$ cat config.mk
export PLATFORM = sky130hd
export DESIGN_NAME = csv_field_tokenizer
export DESIGN_NICKNAME = d
export VERILOG_FILES = /design/src/rtl/cft_pkg.sv /design/src/rtl/cft_cfg_regs.sv /design/src/rtl/cft_step.sv /design/src/rtl/csv_field_tokenizer.sv
export SDC_FILE = /design/constraint.sdc
export NUM_CORES = 1
export LEC_CHECK = 0
export ABC_CLOCK_PERIOD_IN_PS = 3540
export BUFFER_PORTS_ARGS = -buffer_cell sky130_fd_sc_hd__buf_2
export CORE_UTILIZATION = 55
export CTS_CLUSTER_SIZE = 20
export DETAILED_ROUTE_END_ITERATION = 7
export PLACE_DENSITY = 0.85
export SLEW_MARGIN = 0
export SYNTH_ARGS = -nofsm -noshare
export SYNTH_HDL_FRONTEND = slang
export SYNTH_HIERARCHICAL = 1
export SYNTH_SLANG_ARGS = --single-unit
export TNS_END_PERCENT = 20
$ cat constraint.sdc
create_clock -name clk -period 3.54 [get_ports clk]
set_clock_uncertainty 0.05 [all_clocks]
set_input_delay 0.708 -clock clk [delete_from_list [all_inputs] [get_ports clk]]
set_output_delay 0.708 -clock clk [all_outputs]
set_load 0.05 [all_outputs]
$ cat src/rtl/cft_pkg.sv
// ----------------------------------------------------------------------------
// CSV field tokenizer package
// Shared types, register codes, parser states and error codes.
// ----------------------------------------------------------------------------
package cft_pkg;

    localparam int unsigned CFG_IDX_W  = 1;
    localparam int unsigned CFG_DATA_W = 8;

    // register indexes
    localparam logic [CFG_IDX_W-1:0] CFG_DELIMITER  = 1'b0;
    localparam logic [CFG_IDX_W-1:0] CFG_QUOTE_MARK = 1'b1;

    localparam logic [7:0] DELIMITER_RST  = 8'd44;
    localparam logic [7:0] QUOTE_MARK_RST = 8'd34;
    localparam logic [7:0] LINE_FEED      = 8'd10;
    localparam logic [7:0] NUL_BYTE       = 8'd0;

    // error codes
    localparam logic [1:0] ERR_NONE          = 2'd0;
    localparam logic [1:0] ERR_UNEXP_CHAR    = 2'd1;
    localparam logic [1:0] ERR_UNEXP_QUOTE   = 2'd2;
    localparam logic [1:0] ERR_MISSING_QUOTE = 2'd3;

    typedef enum logic [4:0] {
        ST_BEFORE   = 5'b00001,
        ST_QUOTED   = 5'b00010,
        ST_AFTERQ   = 5'b00100,
        ST_UNQUOTED = 5'b01000,
        ST_AFTERD   = 5'b10000
    } parse_state_t;

    typedef struct packed {
        logic [7:0] delimiter;
        logic [7:0] quote_mark;
    } cfg_t;

    typedef struct packed {
        logic [7:0] in_byte;
        logic       end_of_stream;
    } in_item_t;

    typedef struct packed {
        logic [1:0] error_code;
        logic       field_begin;
        logic [1:0] char_count;
        logic [7:0] first_char;
        logic [7:0] second_char;
        logic       field_end;
        logic       record_end;
    } out_item_t;

endpackage

$ cat src/rtl/cft_cfg_regs.sv
// ----------------------------------------------------------------------------
// CSV tokenizer configuration registers
// Delimiter and quote mark, written through a plain write port.
// ----------------------------------------------------------------------------
module cft_cfg_regs (
    input  logic                          clk,
    input  logic                          rst_n,
    input  logic                          cfg_write,
    input  logic [cft_pkg::CFG_IDX_W-1:0] cfg_index,
    input  logic [cft_pkg::CFG_DATA_W-1:0] cfg_data,
    output cft_pkg::cfg_t                 cfg
);
    import cft_pkg::*;

    cfg_t cfg_reg;
    cfg_t cfg_next;

    always_comb
    begin
        cfg_next = cfg_reg;
        if (cfg_write)
        begin
            case (cfg_index)
                CFG_DELIMITER:  cfg_next.delimiter  = cfg_data;
                CFG_QUOTE_MARK: cfg_next.quote_mark = cfg_data;
                default:        cfg_next = cfg_reg;
            endcase
        end
    end

    always_ff @(posedge clk or negedge rst_n)
    begin
        if (!rst_n)
        begin
            cfg_reg.delimiter  <= DELIMITER_RST;
            cfg_reg.quote_mark <= QUOTE_MARK_RST;
        end
        else
        begin
            cfg_reg <= cfg_next;
        end
    end

    assign cfg = cfg_reg;

endmodule

$ cat src/rtl/cft_step.sv
// ----------------------------------------------------------------------------
// CSV tokenizer step logic
// Decodes one byte against the parser state: result item and next state.
// ----------------------------------------------------------------------------
module cft_step (
    input  cft_pkg::parse_state_t state,
    input  cft_pkg::cfg_t         cfg,
    input  cft_pkg::in_item_t     item,
    output cft_pkg::out_item_t    res,
    output cft_pkg::parse_state_t state_next
);
    import cft_pkg::*;

    logic [7:0] c;
    logic       is_delim;
    logic       is_quote;
    logic       is_lf;
    logic       is_stop;

    assign c        = item.in_byte;
    assign is_delim = (c == cfg.delimiter);
    assign is_quote = (c == cfg.quote_mark);
    assign is_lf    = (c == LINE_FEED);
    assign is_stop  = item.end_of_stream || (c == NUL_BYTE);

    always_comb
    begin
        res        = '0;
        state_next = state;
        if (is_stop)
        begin
            // close whatever field is open, then end the record
            case (state)
                ST_QUOTED:
                begin
                    res.error_code = ERR_MISSING_QUOTE;
                    res.field_end  = 1'b1;
                end
                ST_AFTERQ, ST_UNQUOTED: res.field_end = 1'b1;
                ST_AFTERD:
                begin
                    res.field_begin = 1'b1;
                    res.field_end   = 1'b1;
                end
                default: res.field_end = 1'b0;
            endcase
            res.record_end = 1'b1;
            state_next     = ST_BEFORE;
        end
        else
        begin
            case (state)
                ST_QUOTED:
                begin
                    if (is_quote)
                        state_next = ST_AFTERQ;
                    else
                    begin
                        res.char_count = 2'd1;
                        res.first_char = c;
                    end
                end
                ST_AFTERQ:
                begin
                    if (is_quote)
                    begin
                        // doubled quote is one literal quote
                        res.char_count = 2'd1;
                        res.first_char = c;
                        state_next     = ST_QUOTED;
                    end
                    else if (is_delim)
                    begin
                        res.field_end = 1'b1;
                        state_next    = ST_AFTERD;
                    end
                    else if (is_lf)
                    begin
                        res.field_end  = 1'b1;
                        res.record_end = 1'b1;
                        state_next     = ST_BEFORE;
                    end
                    else
                    begin
                        res.error_code  = ERR_UNEXP_CHAR;
                        res.char_count  = 2'd2;
                        res.first_char  = cfg.quote_mark;
                        res.second_char = c;
                        state_next      = ST_UNQUOTED;
                    end
                end
                ST_UNQUOTED:
                begin
                    if (is_delim)
                    begin
                        res.field_end = 1'b1;
                        state_next    = ST_AFTERD;
                    end
                    else if (is_lf)
                    begin
                        res.field_end  = 1'b1;
                        res.record_end = 1'b1;
                        state_next     = ST_BEFORE;
                    end
                    else
                    begin
                        res.error_code = is_quote ? ERR_UNEXP_QUOTE : ERR_NONE;
                        res.char_count = 2'd1;
                        res.first_char = c;
                    end
                end
                default:
                begin
                    // before field, after delimiter
                    if (is_delim)
                    begin
                        res.field_begin = 1'b1;
                        res.field_end   = 1'b1;
                        state_next      = ST_AFTERD;
                    end
                    else if (is_lf)
                    begin
                        // trailing delimiter leaves one empty field
                        res.field_begin = (state == ST_AFTERD);
                        res.field_end   = (state == ST_AFTERD);
                        res.record_end  = 1'b1;
                        state_next      = ST_BEFORE;
                    end
                    else if (is_quote)
                    begin
                        res.field_begin = 1'b1;
                        state_next      = ST_QUOTED;
                    end
                    else
                    begin
                        res.field_begin = 1'b1;
                        res.char_count  = 2'd1;
                        res.first_char  = c;
                        state_next      = ST_UNQUOTED;
                    end
                end
            endcase
        end
    end

endmodule

$ cat src/rtl/csv_field_tokenizer.sv
// Pipeline: a byte request is registered at the input, decoded combinationally
// and its result is registered at the output.
// Throughput: one byte per cycle unless the output stalls; the parser state
// updates as a byte moves from the input register to the output register.
// Reset: parser back to before-field, both registers empty, delimiter ','
// and quote mark '"'.
// ----------------------------------------------------------------------------
// CSV field tokenizer
// Byte-serial CSV record parser with configurable delimiter and quote mark.
// ----------------------------------------------------------------------------
module csv_field_tokenizer (
    input  logic                           clk,
    input  logic                           rst_n,
    input  logic                           cfg_write,
    input  logic [cft_pkg::CFG_IDX_W-1:0]  cfg_index,
    input  logic [cft_pkg::CFG_DATA_W-1:0] cfg_data,
    input  logic                           byte_valid,
    output logic                           byte_stall,
    input  cft_pkg::in_item_t              byte_data,
    output logic                           result_valid,
    input  logic                           result_stall,
    output cft_pkg::out_item_t             result_data
);
    import cft_pkg::*;

    cfg_t         cfg;
    parse_state_t state_reg;
    parse_state_t state_next;
    in_item_t     in_data_reg;
    logic         in_valid_reg;
    logic         in_valid_next;
    out_item_t    out_data_reg;
    logic         out_valid_reg;
    logic         out_valid_next;
    out_item_t    step_res;
    logic         out_free;
    logic         in_move;
    logic         in_take;

    cft_cfg_regs u_cfg (
        .clk       (clk),
        .rst_n     (rst_n),
        .cfg_write (cfg_write),
        .cfg_index (cfg_index),
        .cfg_data  (cfg_data),
        .cfg       (cfg)
    );

    cft_step u_step (
        .state      (state_reg),
        .cfg        (cfg),
        .item       (in_data_reg),
        .res        (step_res),
        .state_next (state_next)
    );

    assign out_free = !out_valid_reg || !result_stall;
    assign in_move  = in_valid_reg && out_free;
    // input register frees up when its byte moves on
    assign byte_stall = in_valid_reg && !out_free;
    assign in_take    = byte_valid && !byte_stall;

    assign in_valid_next  = in_take || (in_valid_reg && !in_move);
    assign out_valid_next = in_move || (out_valid_reg && result_stall);

    always_ff @(posedge clk or negedge rst_n)
    begin
        if (!rst_n)
        begin
            in_valid_reg  <= 1'b0;
            out_valid_reg <= 1'b0;
            state_reg     <= ST_BEFORE;
        end
        else
        begin
            in_valid_reg  <= in_valid_next;
            out_valid_reg <= out_valid_next;
            if (in_move)
                state_reg <= state_next;
        end
    end

    always_ff @(posedge clk)
    begin
        if (in_take)
            in_data_reg <= byte_data;
        if (in_move)
            out_data_reg <= step_res;
    end

    assign result_valid = out_valid_reg;
    assign result_data  = out_data_reg;

    a_rec_end_resets_state: assert property (@(posedge clk) disable iff (!rst_n)
        (in_move && step_res.record_end) |=> (state_reg == ST_BEFORE))
        else $error("record end did not return parser to start");

    a_char_count_range: assert property (@(posedge clk) disable iff (!rst_n)
        result_valid |-> (result_data.char_count != 2'd3))
        else $error("char count out of range");

    a_missing_quote_closes: assert property (@(posedge clk) disable iff (!rst_n)
        (result_valid && result_data.error_code == ERR_MISSING_QUOTE)
        |-> (result_data.field_end && result_data.record_end))
        else $error("missing quote without field and record end");

    a_empty_never_stalls: assert property (@(posedge clk) disable iff (!rst_n)
        !in_valid_reg |-> !byte_stall)
        else $error("input stalled with empty input register");

    a_state_holds: assert property (@(posedge clk) disable iff (!rst_n)
        !$past(in_move) |-> $stable(state_reg))
        else $error("parser state changed without a byte");

endmodule
# [After elaboration in Yosys (flattened, before gate mapping)]
# Cells that the tools add are included.
[totals] n_memories=0 mem_bits_ro=0 mem_bits_rw=0 wordCells=89 latch_bits=0 reg_bits=55 in_bits=23
[op_classes] n_reduce_logical=21 multipliers=0 n_lt_le_gt_ge=0 n_eq_ne=9 shifts=0 muxes=43 n_bitwise=2 addsub=0 n_div=0
[op_table] operator="$mux W10" count=4
[op_table] operator="$mux W5" count=8
[op_table] operator="$mux W18" count=2
[op_table] operator="$pmux W10 S3" count=1
[op_table] operator="$mux W2" count=10
[op_table] operator="$mux W9" count=2
[op_table] operator="$eq A8 B8 Y1" count=2
[op_table] operator="$pmux W5 S3" count=1
[op_table] operator="$mux W1" count=10
[op_table] operator="$eq A8 B4 Y1 const B" count=1
[op_table] operator="$logic_not A8 Y1" count=1
[op_table] operator="$mux W4" count=2
[op_table] operator="$pmux W2 S3" count=1
[op_table] operator="$eq A5 B2 Y1 const B" count=1
[op_table] operator="$eq A5 B3 Y1 const B" count=1
[op_table] operator="$eq A5 B4 Y1 const B" count=1
[op_table] operator="$eq A5 B5 Y1 const B" count=1
[op_table] operator="$logic_and A1 B1 Y1" count=5
[op_table] operator="$logic_not A1 Y1" count=5
[op_table] operator="$reduce_or A5 Y1" count=1
[op_table] operator="$logic_or A1 B1 Y1" count=4
[op_table] operator="$ne A4 B1 Y1 const B" count=1
[op_table] operator="$pmux W2 S2" count=1
[op_table] operator="$reduce_and A2 Y1" count=2
[op_table] operator="other kinds (6)" count=7

# [Longest topological paths before layout]
# Gate-level depths: netlist of the first run.
[depth] depth_word=7 mapped_depth=8 mapped_depth_nobuf=7

# [By module]
# Netlist of the first run, hierarchy kept.
[by_module_without_submodules] module="csv_field_tokenizer" n_inst=1 seq_area_each_um2=1137.3 cells_per_inst=50 area_each_um2=1242.4
[by_module_without_submodules] module="cft_step" n_inst=1 seq_area_each_um2=0.0 cells_per_inst=113 area_each_um2=777.0
[by_module_without_submodules] module="cft_cfg_regs" n_inst=1 seq_area_each_um2=406.6 cells_per_inst=35 area_each_um2=648.1

# [Worst setup path after synthesis of the first run]
# Ideal clock, no wire load.
[synth_timing] kind="reg-to-output" start="reg out_valid_reg (netlist: result_valid)" end="out byte_stall" n_path_buf=0 path_stages_with_launch=3 required_time_ns=2.782 arrival_ns=1.213 slack_ns=1.569 cell_sequence="dfrtp_1 > nand3_1 > inv_1"
[synth_via] elab_chain_cells=4
[synth_lines] item="start: declaration" line="csv_field_tokenizer.sv:33" source="logic out_valid_reg;"
[synth_lines] item="start signal: assignment" line="csv_field_tokenizer.sv:77" source="out_valid_reg <= out_valid_next;"
[synth_lines] item="$logic_not A1 Y1" line="csv_field_tokenizer.sv:57" source="assign out_free = !out_valid_reg || !result_stall;"
[synth_lines] item="$logic_or A1 B1 Y1" line="csv_field_tokenizer.sv:57"
[synth_lines] item="$logic_not A1 Y1" line="csv_field_tokenizer.sv:60" source="assign byte_stall = in_valid_reg && !out_free;"
[synth_lines] item="$logic_and A1 B1 Y1" line="csv_field_tokenizer.sv:60"
[synth_lines] item="end: declaration" line="csv_field_tokenizer.sv:18" source="output logic byte_stall,"
# Every way passes these cells.

# [Worst setup path after layout of the first run]
[layout_timing] start="reg in_data_reg[2] (netlist bit)" end="reg state_reg[1]"
[layout_via] elab_chain_cells=6 word_cells_on_any_way=16 classes_between="5 x eq/ne; 8 x mux; 3 x reduce/logical"
[layout_lines] item="start: declaration" line="csv_field_tokenizer.sv:29" source="in_item_t in_data_reg;"
[layout_lines] item="start signal: assignment" line="csv_field_tokenizer.sv:86" source="in_data_reg <= byte_data;"
[layout_lines] item="$eq A8 B8 Y1" line="cft_step.sv:22" source="assign is_quote = (c == cfg.quote_mark);"
[layout_lines] item="$mux W4" line="cft_step.sv:129" source="else if (is_quote)"
[layout_lines] item="$mux W5" line="cft_step.sv:121" source="else if (is_lf)"
[layout_lines] item="$mux W5" line="cft_step.sv:115" source="if (is_delim)"
[layout_lines] item="$pmux W5 S3" line="cft_step.sv:52" source="case (state)"
[layout_lines] item="$mux W5 *" line="cft_step.sv:30" source="if (is_stop)"
[layout_lines] item="net state_next[1]" line="csv_field_tokenizer.sv:28" source="parse_state_t state_next;"
[layout_lines] item="end signal: assignment" line="csv_field_tokenizer.sv:79" source="state_reg <= state_next;"
[layout_lines] item="end: declaration" line="csv_field_tokenizer.sv:27" source="parse_state_t state_reg;"
# The timed path passes the listed nets; every way through them passes the cells marked *.
# A chain may end at the register's enable or synchronous reset.

==> results by group, run 1 <==
Outcome
  • Status: complete, no violations

Yosys
  • Mapped Area: 0.00267 mm^2
  • #FFs+latches synth: 55
  • Post-synth EDFFs: 32
  • Share of synthesized registers carrying an async set or reset: 41.8%
  • Count leader, synth: edfxtp_1
  • Syn Nets: 221
  • Ys Warns: 6
  • Mapped Cells: 198
  • Yosys cell types: 46
  • Primary FF master, synth: edfxtp_1
  • Share of the yosys chip area belonging to registers: around 58%
  • Area leader, netlist: edfxtp_1
  • Main area contributors after synthesis: edfxtp_1, dfrtp_1, dfstp_2
  • Mean cell area of the mapped netlist: 13.5 um^2
  • Most instantiated cells after synthesis: edfxtp_1, dfrtp_1, nor2_1, xnor2_1
  • Yosys top cell area share: about 36%

Finish
  • Nets: 272
  • Multi-input gate area: about 0.0011 mm^2
  • Fraction of layout cells with a size suffix above 1: 39.2%
  • N_diodes: 0
  • Area Overhead vs Synth: 15.0%
  • Register area: 0.00154 mm^2
  • Max FFs per register: 23
  • Total of fill cells in the finished design: 332

GRT
  • Pin count of the biggest net entering global routing: 29
  • First-pass GRT wire length: slightly above 8 mm
  • Initial antenna violation count: 0
  • GR Util All Layers: about a fifth
  • Vias in the first global route: 1,688
  • Grt total ovfl: 0

Floorplan
  • Initial Util: 59.2%
  • Die Footprint: 0.00513 mm^2
  • # IOs: 48
  • Row cnt: 24
  • Chip Height: around 72 um
  • Die width: 71.6 um
  • Core area: 0.00450 mm^2

Route
  • DRC: 0
  • DR vias/cell: 5.80
  • Drt total wl: ~4.8 mm
  • Drt pass-1 iters: 4
  • DRT antenna net count: 0
  • Via count: 1,752
  • WL per Instance: around 16 um
  • 1st-iter DRT viols: 90

Min path
  • Worst min path class: primary input to async pin

Clock tree
  • Post-CTS Setup Inserts: 0
  • Clk_lat worst skew: 300 ps
  • Clock root buffer master: clkbuf_8
  • Cts hold-fix bufs: 0
  • Clk sinks: 55
  • Number of CTS-inserted buffers: 5
  • Clock Path Buffers: 2
  • CTS tree: built
  • CTS-repair resized insts: 0
  • H-tree levels: 2
  • Clock-pin slew on the worst setup and hold paths: 90 ps

Power
  • Leakage power: 1.27 nW
  • Maximum vdd drop: roughly 330 uV
  • Final Power: ~1.6 mW
  • Pwr/cell area: 522 mW/mm^2

STA
  • Post-route minimum period: 2270 ps
  • Final period util: between 60% and 70%
  • Slew Limit Fails: 0
  • Setup TNS: 0 ps
  • Max_slew headroom: 43.2%
  • Finish-stage setup viols: 0
  • Fmax: 441 MHz
  • RSZ-0062 raised after global routing: no
  • Fin. Hold Viols: 0
  • Slew @ Worst Pin: approximately 850 ps

Setup path
  • Req. time, crit path: about 3700 ps
  • Setup CP Type: flop to flop
  • CP arrival: 2410 ps
  • RR Startpoint: in_data_reg[2]
  • Startpoint types: flop
  • Worst-path fanout max: 9
  • Critical path origin: in_data_reg[2]
  • Critical path endpoint category: flop

Place
  • GP Congestion: ~0.95
  • Port Buf Inserts: 47
  • Post-DP HPWL: 3.55 mm

Run
  • Max cap viols: 0
[power by group]
group | internal (mW) | leakage (nW) | switching (mW) | total (mW)
Sequential | 0.760 | 0.582 | 0.0563 | 0.816
Combinational | 0.122 | 0.621 | 0.193 | 0.315
Clock | 0.282 | 0.0654 | 0.187 | 0.470
Total | 1.16 | 1.27 | 0.437 | 1.60
[final timing paths]
path                                  to  slack (ps)  depth (start not counted)
min                        u_cfg/cfg[15]         320                          1
max reg2reg                 state_reg[1]        1270                          7
min in group clk            result_valid         450                          1
max in group asynchronous   state_reg[0]        2740                          1
min reg2reg                 result_valid         450                          1
max                         state_reg[1]        1270                          7
[area by class of cell]
cell class                 instances  share of cell area [%]
sequential                        55                    50.3
clock inverter                     2                    1.96
multi-input combinational        138                    35.3
inverter                           2                   0.245
tap                               52                    2.12
clock buffer                       6                    2.37
timing repair buffer              47                    7.67
[critical path, cell delays in order, from the launching register on]
cell and delay (ps):
edfxtp_1 570, xnor2_1 230, nand4_1 190, nor2_1 390, nor2b_1 130, o221ai_1 250, nor3_1 90, mux2_2 260
[through the flow]
step	hold slack (ps)	instance area [um^2]	util [%]	setup WS, ps	std cells
finish	322	3070	68.1	1270	302
global placement	421	2930	65.1	1360	294
CTS	341	3070	68.1	1300	302
detailed placement	435	2930	65.1	1310	294
global route	349	3070	68.1	1110	302
floorplan	362	2670	-	1570	198
[layer usage]
metal  global-route usage [%]  share of wire (%)
met5                        0                  0
met1                     29.5                 46
met3                     3.80                6.3
met2                     33.1                 47
met4                     8.71                1.2
[logic make-up after synthesis]
group / count (synthesis) / share of synthesized area, %
multiplexers: 21 / 9.99
flip-flops: 55 / 57.9
AO/OA/AOI/OAI: 33 / 9.76
buffers and inverters: 5 / 1.55
AND/OR/NAND/NOR: 66 / 14.4
XOR/XNOR: 18 / 6.47
[cells in the final DEF, fill, tap and decap left out, types with 5 or more instances in the layout]
cell,n
a22oi_1,6
and2_1,13
buf_2,47
clkbuf_8,5
dfrtp_1,17
dfstp_2,6
edfxtp_1,32
mux2_2,13
mux2_4,8
nand2_1,5
nand3_1,5
nor2_1,15
xnor2_1,15
Note: power is estimated with default switching activity, not from simulation.
==> run 2, diff against run 1 <==
--- a/config.mk
+++ b/config.mk
@@ -5,12 +5,12 @@
 export SDC_FILE = /design/constraint.sdc
 export NUM_CORES = 1
 export LEC_CHECK = 0
-export ABC_CLOCK_PERIOD_IN_PS = 3540
+export ABC_CLOCK_PERIOD_IN_PS = 1950
 export BUFFER_PORTS_ARGS = -buffer_cell sky130_fd_sc_hd__buf_2
-export CORE_UTILIZATION = 55
+export CORE_UTILIZATION = 50
 export CTS_CLUSTER_SIZE = 20
 export DETAILED_ROUTE_END_ITERATION = 7
-export PLACE_DENSITY = 0.85
+export PLACE_DENSITY = 0.82
 export SLEW_MARGIN = 0
 export SYNTH_ARGS = -nofsm -noshare
 export SYNTH_HDL_FRONTEND = slang
==> constraint.sdc (replaced) <==
create_clock -name clk -period 1.95 [get_ports clk]
set_clock_uncertainty 0.05 [all_clocks]
set_input_delay 0.39 -clock clk [delete_from_list [all_inputs] [get_ports clk]]
set_output_delay 0.39 -clock clk [all_outputs]
set_load 0.05 [all_outputs]
==> run 2 against run 1 <==
- the run now ends with negative setup slack left
- wire length increased by 17%
- sequential cell count unchanged
- largest cell class unchanged
- first-iteration DRC count increased by 86%
- via count increased by 13%
- die area increased by 9.7%
- setup slack got worse by 1400 ps
- design area increased by 13%
- global-route usage increased by 0.68 points
- power increased by 83%
- critical path type unchanged
- combinational power increased by 130%
- cell count increased by 22%
==> results by group, run 2 (same netlist as run 1, synthesis figures left out) <==
STA
  • Slew Limit Fails: 0 (unchanged)
  • Setup TNS: -1580 ps (-1580 ps)
  • Finish-stage setup viols: 22 (+22)
  • Slew @ Worst Pin: 507 ps (-342 ps)
  • Max_slew headroom: 66.2% (+23 points)
  • Post-route minimum period: 2070 ps (-200 ps)
  • Final worst setup slack: -116 ps (-1390 ps)
  • Final period util: 106% (+42 points)
  • RSZ-0062 raised after global routing: yes
  • Hold_ws: 201 ps (-121 ps)
  • Fmax: 484 MHz (+9.7%)
  • Fin. Hold Viols: 0 (unchanged)

Clock tree
  • Clock-pin slew on the worst setup and hold paths: 100 ps (about the same)
  • Clk_lat worst skew: 310 ps (about the same)
  • Clock Path Buffers: 2 (unchanged)
  • Clk sinks: 55 (unchanged)
  • CTS tree: built
  • Clock root buffer master: clkbuf_8
  • Number of CTS-inserted buffers: 5 (unchanged)
  • H-tree levels: 2 (unchanged)

Min path
  • Worst min path class: primary input to flop
  • Hold path start: byte_data[5]
  • WHS Path Cells: 1

Setup path
  • CP arrival: 2210 ps (-200 ps)
  • Reg2reg path depth: 7 (unchanged)
  • CP endpoint: state_reg[3]
  • Critical path endpoint category: flop
  • Critical path origin: in_data_reg[7]
  • Req. time, crit path: 2090 ps (-1590 ps)
  • Setup CP Type: flop to flop
  • RR Endpoint: state_reg[3]
  • RR Startpoint: in_data_reg[7]
  • R2R setup slack: -120 ps (-1390 ps)
  • Worst-path fanout max: 6 (-3)
  • Startpoint types: flop

Finish
  • Area Overhead vs Synth: 30.3%
  • Leading cell type in the layout, fill and taps excluded: buf_2
  • Fraction of layout cells with a size suffix above 1: 50.5% (+11 points)
  • Nets: 319 (+17%)
  • Design area: 0.00348 mm^2 (+13%)
  • Max FFs per register: 23 (unchanged)
  • Final Util: 68.1% (about the same)
  • Fin cells: 367 (+22%)
  • Most frequent cells in the layout: buf_2, buf_4, edfxtp_1, dfrtp_1, nor2_1
  • N_diodes: 0 (unchanged)

Route
  • Drt pass-1 iters: 4 (unchanged)
  • 1st-iter DRT viols: 167 (+86%)
  • DRC: 0 (unchanged)
  • Drt total wl: 5.62 mm (+17%)
  • DR vias/cell: 5.37 (-7.4%)
  • DRT antenna net count: 0 (unchanged)
  • Via count: 1,971 (+13%)
  • WL per Instance: 15.3 um (-3.5%)

GRT
  • First-pass GRT wire length: 8.94 mm (+9.2%)
  • GR Util All Layers: 21.8% (+0.68 points)
  • Vias in the first global route: 1,869 (+11%)
  • Pin count of the biggest net entering global routing: 24 (-17%)
  • Grt total ovfl: 0 (unchanged)
  • Initial antenna violation count: 0 (unchanged)

Floorplan
  • # IOs: 48 (unchanged)
  • Core area: 0.00511 mm^2 (+13%)
  • Initial Util: 52.2% (-7.0 points)
  • Die Footprint: 0.00563 mm^2 (+9.7%)
  • Chip Height: 75.0 um (+4.7%)
  • Row cnt: 26 (+8.3%)
  • Die width: 75.0 um (+4.7%)

Power
  • Leakage power: 1.51 nW (+19%)
  • Net Sw Frac: 29.3% (+2.0 points)
  • Internal cell power: 2.07 mW (+78%)
  • Final Power: 2.93 mW (+83%)
  • Maximum vdd drop: 476 uV (+44%)
  • Comb pwr share: 24.8% (+5.1 points)
  • Pwr/cell area: 842 mW/mm^2 (+61%)
  • Net Sw Power: 0.858 mW (+96%)
  • Clock network power share: 25.0% (-4.3 points)
  • Flop pwr share: 50.2% (-0.8 points)

Place
  • Cells after DPL: 356 (+21%)
  • Port Buf Inserts: 47 (unchanged)
  • Post-DP HPWL: 4.32 mm (+21%)
  • Dpl ws: -67.3 ps (-1380 ps)
  • Placed Area: 0.00329 mm^2 (+12%)
  • GP Congestion: 0.979 (+3.5%)

Run
  • Max cap viols: 0 (unchanged)

Outcome
  • Failing checks: negative setup slack
  • Status: finished with violations
## run 2: cell type report
class | instances | area, um^2
clock buffers | 7 | 108
clock inverters | 1 | 8.76
fillers | 378 | 1630
inverters | 2 | 7.51
multi-input cells | 138 | 1130
flip-flops and latches | 55 | 1540
well taps | 70 | 87.6
repair buffers | 94 | 594
## run 2: how the worst min path moves through the flow
stage | slack, ps | to
floorplan | 40 | in_valid_reg
global placement | 330 | state_reg[4]
detailed placement | 340 | state_reg[4]
CTS | 190 | in_data_reg[5]
global route | 190 | in_data_reg[5]
finish | 200 | in_data_reg[5]
## run 2: critical path, cell delays in order, from the launching register on
cell and delay (ps):
edfxtp_1 500, xnor2_2 200, nand4_1 200, buf_4 200, o21bai_4 210, a21oi_1 110
o22a_1 210, mux2_2 270
## run 2: timing repair
| action | 4_1_cts | 5_1_grt |
|---|---|---|
| gates cloned | 0 | 0 |
| setup buffers | 2 | 0 |
| pin swaps | 8 | 1 |
| endpoints found under the setup margin | 22 | 27 |
| gates resized for setup | 5 | 4 |
| hold endpoints to repair | 8 | 0 |
| hold buffers | 1 | 0 |
## run 2: power by group through the flow
stage	clock network [mW]	registers, mW	logic, mW
2_1_floorplan	0	1.62	0.312
3_3_place_gp	0	1.49	0.692
3_5_place_dp	0	1.49	0.703
4_1_cts	0.751	1.47	0.715
5_1_grt	0.790	1.49	0.777
6_report	0.732	1.47	0.727
## run 2: layer usage
metal | vias to the layer above | share of wire (%) | track usage, %
met5 | - | 0 | 0
met4 | 0 | 2.0 | 9.22
met3 | 11 | 7.2 | 4.42
met2 | 85 | 49 | 36.0
met1 | 946 | 41 | 28.2
li1 | 929 | - | -
==> run 3, diff against run 2 <==
--- a/config.mk
+++ b/config.mk
@@ -11,6 +11,7 @@
 export CTS_CLUSTER_SIZE = 20
 export DETAILED_ROUTE_END_ITERATION = 7
 export PLACE_DENSITY = 0.82
+export SETUP_SLACK_MARGIN = 0.3
 export SLEW_MARGIN = 0
 export SYNTH_ARGS = -nofsm -noshare
 export SYNTH_HDL_FRONTEND = slang
==> run 3 against run 2 <==
- the run ends with negative hold slack, negative setup slack left
- clock power hardly changed
- fmax is 3.9% lower
- largest power group unchanged
- critical endpoint is now state_reg[1]
- count of clock-buffer cells in the layout unchanged
- highest routed layer unchanged
- largest cell class unchanged
- cell count grew 1.1%
- first-iteration DRC count up 17%
- worst hold slack lost 200 ps
- non-clock buffer count up 4
==> results by group, run 3 (same netlist as run 1, synthesis figures left out) <==
Floorplan
  • Die Footprint: 0.00563 mm^2 (unchanged)
  • Core area: 0.00511 mm^2 (unchanged)
  • Die width: 75.0 um (unchanged)
  • Chip Height: 75.0 um (unchanged)
  • Initial Util: 52.2% (unchanged)
  • # IOs: 48 (unchanged)
  • Row cnt: 26 (unchanged)

Finish
  • Fin cells: 371 (+1.1%)
  • N_diodes: 0 (unchanged)
  • Area Overhead vs Synth: 35.0%
  • Most frequent cells in the layout: buf_4, buf_2, edfxtp_1, dfrtp_1, xnor2_1
  • Leading cell type in the layout, fill and taps excluded: buf_4
  • Max FFs per register: 23 (unchanged)
  • Fraction of layout cells with a size suffix above 1: 55.5% (+5.0 points)
  • Nets: 323 (+1.3%)

Route
  • 1st-iter DRT viols: 195 (+17%)
  • Via count: 2,091 (+6.1%)
  • Drt total wl: 6.34 mm (+13%)
  • DR vias/cell: 5.64 (+4.9%)
  • DRC: 0 (unchanged)
  • Drt pass-1 iters: 5 (+1)
  • WL per Instance: 17.1 um (+12%)
  • DRT antenna net count: 0 (unchanged)

GRT
  • GR Util All Layers: 23.3% (+1.5 points)
  • Vias in the first global route: 1,878 (+0.48%)
  • Grt total ovfl: 0 (unchanged)
  • Initial antenna violation count: 0 (unchanged)
  • Pin count of the biggest net entering global routing: 24 (unchanged)
  • First-pass GRT wire length: 9.40 mm (+5.2%)

Power
  • Leakage power: 1.55 nW (+2.9%)
  • Pwr/cell area: 830 mW/mm^2 (-1.5%)
  • Maximum vdd drop: 457 uV (-4.0%)

STA
  • Final period util: 110% (+4.3 points)
  • Hold_ws: -1.08 ps (-202 ps)
  • Max_slew headroom: 64.6% (-1.6 points)
  • Final worst setup slack: -199 ps (-83.2 ps)
  • Slew Limit Fails: 0 (unchanged)
  • Slew @ Worst Pin: 529 ps (+22.3 ps)
  • Finish-stage setup viols: 26 (+18%)
  • Fin. Hold Viols: 2 (+2)
  • Fmax: 465 MHz (-3.9%)
  • RSZ-0062 raised after global routing: yes
  • Post-route minimum period: 2150 ps (+83.2 ps)

Setup path
  • Startpoint types: flop
  • Worst-path fanout max: 4 (-2)
  • CP arrival: 2300 ps (+90 ps)
  • Req. time, crit path: 2100 ps (about the same)
  • Setup CP Type: flop to flop
  • Critical path endpoint category: flop

Outcome
  • Status: finished with violations
  • Failing checks: negative hold slack, negative setup slack

Place
  • GP Congestion: 1.00 (+2.4%)
  • Port Buf Inserts: 47 (unchanged)
  • Post-DP HPWL: 4.07 mm (-5.7%)
  • Cells after DPL: 348 (-2.2%)

Clock tree
  • CTS tree: built
  • Clk_lat worst skew: 310 ps (about the same)
  • H-tree levels: 2 (unchanged)
  • Clock root buffer master: clkbuf_8
  • Clock-pin slew on the worst setup and hold paths: 90 ps (about the same)
  • Clock Path Buffers: 2 (unchanged)
  • Clk sinks: 55 (unchanged)
  • Cts hold-fix bufs: 0 (-1)
  • Number of CTS-inserted buffers: 5 (unchanged)

Run
  • Max cap viols: 0 (unchanged)

Min path
  • Worst min path class: primary input to async pin
run 3: through the flow:
step	setup WS, ps	area, um^2	total power, mW	utilization [%]	TNS [ps]
final	-199	3600	2.99	70.5	-2660
after global routing	-275	3600	3.11	70.5	-4470
after CTS	-69.2	3510	2.96	68.7	-689
after detailed placement	-113	3240	2.18	63.4	-1030
after global placement	-51.3	3240	2.16	63.4	-376
after floorplan	64.9	2680	1.94	-	0
run 3: area by class of cell:
cell class | count | area, um^2
Clock buffer | 7 | 108
Sequential cell | 55 | 1540
Timing Repair Buffer | 98 | 632
Clock inverter | 1 | 8.76
Multi-Input combinational cell | 138 | 1210
Tap cell | 70 | 87.6
Fill cell | 350 | 1510
Inverter | 2 | 7.51
run 3: final timing paths:
check                                 end  slack, ps           start  cells past startpoint
hold reg to reg              u_cfg/cfg[9]        510    u_cfg/cfg[9]                      1
max in group asynchronous    u_cfg/cfg[1]       1480           rst_n                      1
hold / removal              u_cfg/cfg[14]         -1           rst_n                      1
setup reg to reg             state_reg[1]       -200  in_data_reg[6]                      7
min in group clk           in_data_reg[4]        190    byte_data[4]                      1
setup / recovery             state_reg[1]       -200  in_data_reg[6]                      7
run 3: critical path: stages, from the launching register on:
cell and delay, ps:
edfxtp_1 500, buf_6 170, nor4_4 300, nand4_1 250, nor2b_4 200, a31oi_1 180, nor3_1 100, mux2_4 280
run 3: routing by layer:
| layer | share of wire [%] | routed length (um) | vias up | GRT usage (%) |
|---|---|---|---|---|
| li1 | - | - | 937 | - |
| met1 | 42 | 2660 | 1007 | 30.7 |
| met2 | 48 | 3050 | 117 | 38.1 |
| met3 | 6.2 | 392 | 30 | 4.15 |
| met4 | 3.6 | 230 | 0 | 9.85 |
| met5 | 0 | 0 | - | 0 |
run 3: where the power goes:
group,internal (mW),switching (mW),leakage [nW]
Combinational,0.341,0.442,0.907
Clock,0.371,0.364,0.0600
Sequential,1.38,0.0914,0.582
run 3: what timing repair did:
action                                  in CTS  in global routing
endpoints found under the setup margin      29                 29
pin swaps                                   17                 24
setup buffers                               12                  3
resized for setup                           14                 16
